$ cat src/design/hbt_pkg.sv
package hbt_pkg;

    // Item and field geometry
    localparam int SLOTS       = 6;
    localparam int NUM_TILES   = 6;
    localparam int CHANNELS    = 3;
    localparam int HEIGHT_W    = 8;
    localparam int TEXEL_W     = 24;
    localparam int CH_W        = 8;
    localparam int Q_FRAC      = 10;
    localparam int BOUND_W     = 11;
    localparam int BAND_W      = 3 * BOUND_W;

    // Height normalization divider
    localparam int NORM_W      = HEIGHT_W + Q_FRAC;
    localparam int NDIV_STEPS  = NORM_W;

    // Tile weights, Q1.16
    localparam int WFRAC       = 16;
    localparam int WEIGHT_W    = WFRAC + 1;
    localparam int WDIV_STEPS  = WFRAC;
    localparam logic [WEIGHT_W-1:0] FULL_WEIGHT = WEIGHT_W'(1) << WFRAC;
    localparam int TOTAL_W     = WEIGHT_W + 2;

    // Blend divider
    localparam int BLEND_STEPS = CH_W;
    localparam int BLEND_NUM_W = WEIGHT_W + CH_W;
    localparam int SUM_W       = CH_W + 3;
    localparam logic [CH_W-1:0] CH_MAX = '1;

    // Queue between front and back
    localparam int FIFO_DEPTH  = 4;
    localparam int FIFO_PTR_W  = 2;
    localparam int FIFO_CNT_W  = FIFO_PTR_W + 1;

    // Configuration port
    localparam int CFG_IDX_W   = 3;
    localparam int CFG_DATA_W  = BAND_W;
    localparam logic [CFG_IDX_W-1:0] REG_MAX_HEIGHT = 3'd0;
    localparam int REG_BAND_0  = 1;
    localparam logic [HEIGHT_W-1:0] MAX_HEIGHT_RESET = 8'd255;
    localparam logic [BAND_W-1:0] BAND_RESET [SLOTS] = '{
        33'd1288071168, 33'd1934307482, 33'd2794455347,
        33'd3436603904, 33'd3868930765, 33'd4296960870
    };

    typedef enum logic [1:0] {
        W_ZERO,
        W_FULL,
        W_DIV
    } wmode_t;

    typedef logic [SLOTS-1:0][TEXEL_W-1:0] texel_vec_t;

    typedef struct packed {
        logic [HEIGHT_W-1:0]           max_height;
        logic [SLOTS-1:0][BAND_W-1:0]  band;
    } cfg_t;

    typedef struct packed {
        logic [SLOTS-1:0][WEIGHT_W-1:0] weight;
        logic [TOTAL_W-1:0]             total;
        texel_vec_t                     texel;
    } blend_item_t;

endpackage

$ cat src/design/hbt_fifo.sv
module hbt_fifo (
    input  logic                  clk,
    input  logic                  rst_n,
    input  logic                  push_valid,
    output logic                  push_ready,
    input  hbt_pkg::blend_item_t  push_item,
    output logic                  pop_valid,
    input  logic                  pop_ready,
    output hbt_pkg::blend_item_t  pop_item
);
    import hbt_pkg::*;

    blend_item_t            entry_reg [FIFO_DEPTH];
    logic [FIFO_PTR_W-1:0]  wr_ptr_reg;
    logic [FIFO_PTR_W-1:0]  rd_ptr_reg;
    logic [FIFO_CNT_W-1:0]  count_reg;
    logic                   do_push;
    logic                   do_pop;

    assign push_ready = count_reg != FIFO_CNT_W'(FIFO_DEPTH);
    assign pop_valid  = count_reg != '0;
    assign do_push    = push_valid && push_ready;
    assign do_pop     = pop_valid && pop_ready;
    assign pop_item   = entry_reg[rd_ptr_reg];

    // Track pointers and fill level
    always_ff @(posedge clk or negedge rst_n)
    begin
        if (!rst_n)
        begin
            wr_ptr_reg <= '0;
            rd_ptr_reg <= '0;
            count_reg  <= '0;
        end
        else
        begin
            if (do_push)
                wr_ptr_reg <= wr_ptr_reg + 1'b1;
            if (do_pop)
                rd_ptr_reg <= rd_ptr_reg + 1'b1;
            if (do_push && !do_pop)
                count_reg <= count_reg + 1'b1;
            else if (do_pop && !do_push)
                count_reg <= count_reg - 1'b1;
        end
    end

    // Store the pushed transaction
    always_ff @(posedge clk)
    begin
        if (do_push)
            entry_reg[wr_ptr_reg] <= push_item;
    end

endmodule

$ cat config.mk
export PLATFORM = sky130hd
export DESIGN_NAME = hbt_fifo
export DESIGN_NICKNAME = d
export VERILOG_FILES = /design/src/design/hbt_pkg.sv /design/src/design/hbt_fifo.sv
export SDC_FILE = /design/constraint.sdc
export NUM_CORES = 1
export LEC_CHECK = 0
export ABC_AREA = 1
export BUFFER_PORTS_ARGS = -buffer_cell sky130_fd_sc_hd__buf_2
export CORE_MARGIN = 2
export CORE_UTILIZATION = 23
export CTS_CLUSTER_DIAMETER = 200
export DETAILED_ROUTE_END_ITERATION = 10
export GPL_ROUTABILITY_DRIVEN = 0
export GPL_TIMING_DRIVEN = 0
export PLACE_DENSITY = 0.36
export SLEW_MARGIN = 15
export SYNTH_ARGS = -nofsm -noshare
export SYNTH_HDL_FRONTEND = slang
export SYNTH_SLANG_ARGS = --single-unit
$ cat constraint.sdc
create_clock -name clk -period 32.1 [get_ports clk]
set_clock_uncertainty 0.15 [all_clocks]
set_input_delay 9.63 -clock clk [delete_from_list [all_inputs] [get_ports clk]]
set_output_delay 9.63 -clock clk [all_outputs]
set_load 0.005 [all_outputs]
==> qor.yml <==
area_delta_synth_final_pct: 26.3
ys_warn_count: 0
vdd_drop_max_mv: 0.0438
avgSynthCellArea_sq_um: 13.4
netlist_top_cells_area: "edfxtp_1 (76%), o211ai_1 (9.5%), nand2_1 (7.2%), inv_1 (4.9%), buf_2 (1.4%)"
cp-end-kind: "primary output"
cts_made_buffers: 133
start_kind: "register"
fp.dieW_um: 432
run_status: "complete, no violations"
hold_path.class: "reg2reg"
max_freq_ghz: 0.0773
final_antenna_net_count: 0
multi_input_area_sq_um: 7210
timing.final.crit_share_pct: 40.3
clock_latency_ns: 0.77
power_density_nw_per_um2: 96.1
p_int_uw: 3220
largest_reg_flops: 1060
syn-num-nets: 3426
synth_largest_area_cell: "edfxtp_1"
wl_per_cell_um: 21.5
clock_sinks: 1067
grt_antenna_before_repair: 82
nets: 4155
clock_path_buffers: 3
rsz0062_at_grt: "no"
place_hpwl_um: 93800
final_cell_count_no_fill: 6360
critPathKind: "reg2out"
worst_pin_slew_ns: 0.871
vias: 25800
grt_max_degree: 23
setup_viol: 0
design.portCount: 536
fin_crit_ns: 12.94
setup-tns-final_ns: 0
ys_seq_elements: 1067
htree_levels: 4
cp.arrival_ns: 3.16
maxCapViolations: 0
numPortBuffers: 535
critPathMaxFanout: 10
clkPwrFrac_pct: 27.6
ys_seq_area_share_pct: 76.1
start_util_pct: 23.2
utilization_pct: 29.3
p_sw_uw: 1880
grt_pass1_wl_um: 192000
dp.cells: 6115
drcViolationCount: 0
drv_slew: 0
cts_root_buffer: "clkbuf_16"
drt_wl_total_um: 137000
syn_inst: 3151
dpl_worst_slack_ns: 19.66
seq_power_share_pct: 36.7
design_area_sq_um: 53100
switching_share_pct: 36.9
crit_required_ns: 22.32
synth_area_sq_um: 42100
die_y_um: 432
rows: 156
fillCellCount: 18500
finalWorstSetupSlack_ns: 19.16
avgViaCountPerCell: 4.06
clkTransAtPathRegs_ns: 0.06
p_leak_uw: 0.0208
timing_hold_violations_final: 0
final-seq-area_sq_um: 32000
core_area_sq_um: 181000
cts_hold_buf: 0
max_slew_margin_pct: 41.9
cts_resized: 0
placed_area_sq_um: 49000
grt_pass1_vias: 25500
drt_iter0_markers: 1233
combPwrFrac_pct: 35.7
drive_gt1_share_pct: 22.3
cts_tree: "yes"
overflow: 0
dr.pass1.iters: 5
design.die.area_sq_um: 186000
post_synth_num_cell_types: 18
yosysTopAreaCellShare_pct: 75.7
postCtsSetupBuffers: 0
grt_usage_pct: 14.5
cells in the final DEF, fill, tap and decap left out, types with 7 or more instances in the layout:
master     Yosys  final
clkinv_1       0     22
inv_1        544    544
nand2_1      812    812
edfxtp_1    1060   1060
dfrtp_1        7      7
buf_16         0     16
clkbuf_16      0    138
clkinv_2       0      9
o211ai_1     530    530
buf_12         0     43
diode_2        0     15
nand3_1        7      7
clkbuf_1      54     95
buf_2        117    652
kinds of logic (layout without fill, tap and decap cells):
| kind of cell | count (synthesis) | after routing | share of synthesized area, % |
|---|---|---|---|
| xor+xnor | 1 | 1 | 0.0208 |
| fa+ha+maj | 6 | 6 | 0.196 |
| simple gates | 824 | 824 | 7.38 |
| other cells | 0 | 15 | 0 |
| buf+inv | 722 | 1546 | 6.85 |
| flops | 1067 | 1067 | 76.1 |
| compound gates | 531 | 531 | 9.47 |
routing by layer:
layer / wire length, um / part of all wire (%) / vias to the layer above / GRT usage [%]
met5: 202 / 0.15 / - / 0
met3: 7120 / 5.2 / 320 / 3.77
met4: 4970 / 3.6 / 32 / 5.55
met1: 54600 / 40 / 12300 / 16.9
li1: - / - / 12600 / -
met2: 69800 / 51 / 599 / 25.4
path summary, 6_finish.rpt:
path / from / endpoint / slack [ns] / cells past startpoint
worst max-delay path: rd_ptr_reg[0] / pop_item[115] / 19.16 / 6
worst min-delay path: count_reg[2] / count_reg[2] / 0.34 / 2
worst max register to register: count_reg[0] / entry_reg[3][145] / 28.81 / 10
worst min register to register: count_reg[2] / count_reg[2] / 0.34 / 2
max in group asynchronous: rst_n / wr_ptr_reg[1] / 23.05 / 1
min in group asynchronous: rst_n / count_reg[2] / 8.55 / 1
power by group through the flow:
stage	logic, uW	registers [uW]	clock network, uW
after floorplan	859	2030	0
after global placement	1820	2190	0
after detailed placement	1930	1900	0
after CTS	1930	1870	1460
after global routing	2030	1890	1510
final	1820	1870	1410
stage by stage:
step | hold slack (ns) | total power [uW]
CTS | 0.344 | 5260
global placement | 0.333 | 4000
floorplan | 0.313 | 2890
finish | 0.341 | 5100
global route | 0.388 | 5440
detailed placement | 0.330 | 3830
synthesized netlist by cell type:
cell type  count
edfxtp_1    1060
nand2_1      812
inv_1        544
o211ai_1     530
buf_2        117
clkbuf_1      54
dfrtp_1        7
nand3_1        7
ha_1           5
nor2_1         4
buf_6          3
inv_2          2
buf_1          1
buf_4          1
fa_1           1
nand4_1        1
o21ai_0        1
xnor2_1        1
critical path, stage by stage, from the launching register on:
cell and delay (ns):
dfrtp_1 0.41, inv_2 0.35, buf_2 0.49, clkbuf_1 0.71, o211ai_1 0.17, nand2_1 0.11, buf_2 0.15
layout make-up:
class | instances | area share, %
Clock inverter | 48 | 0.721
Inverter | 546 | 3.86
Multi-Input combinational cell | 1362 | 13.6
Tap cell | 2370 | 5.58
Antenna cell | 15 | 0.0707
Clock buffer | 182 | 6.87
Timing Repair Buffer | 594 | 7.49
Sequential cell | 1067 | 60.3
Buffer | 176 | 1.57
(Power assumes the default switching activity.)
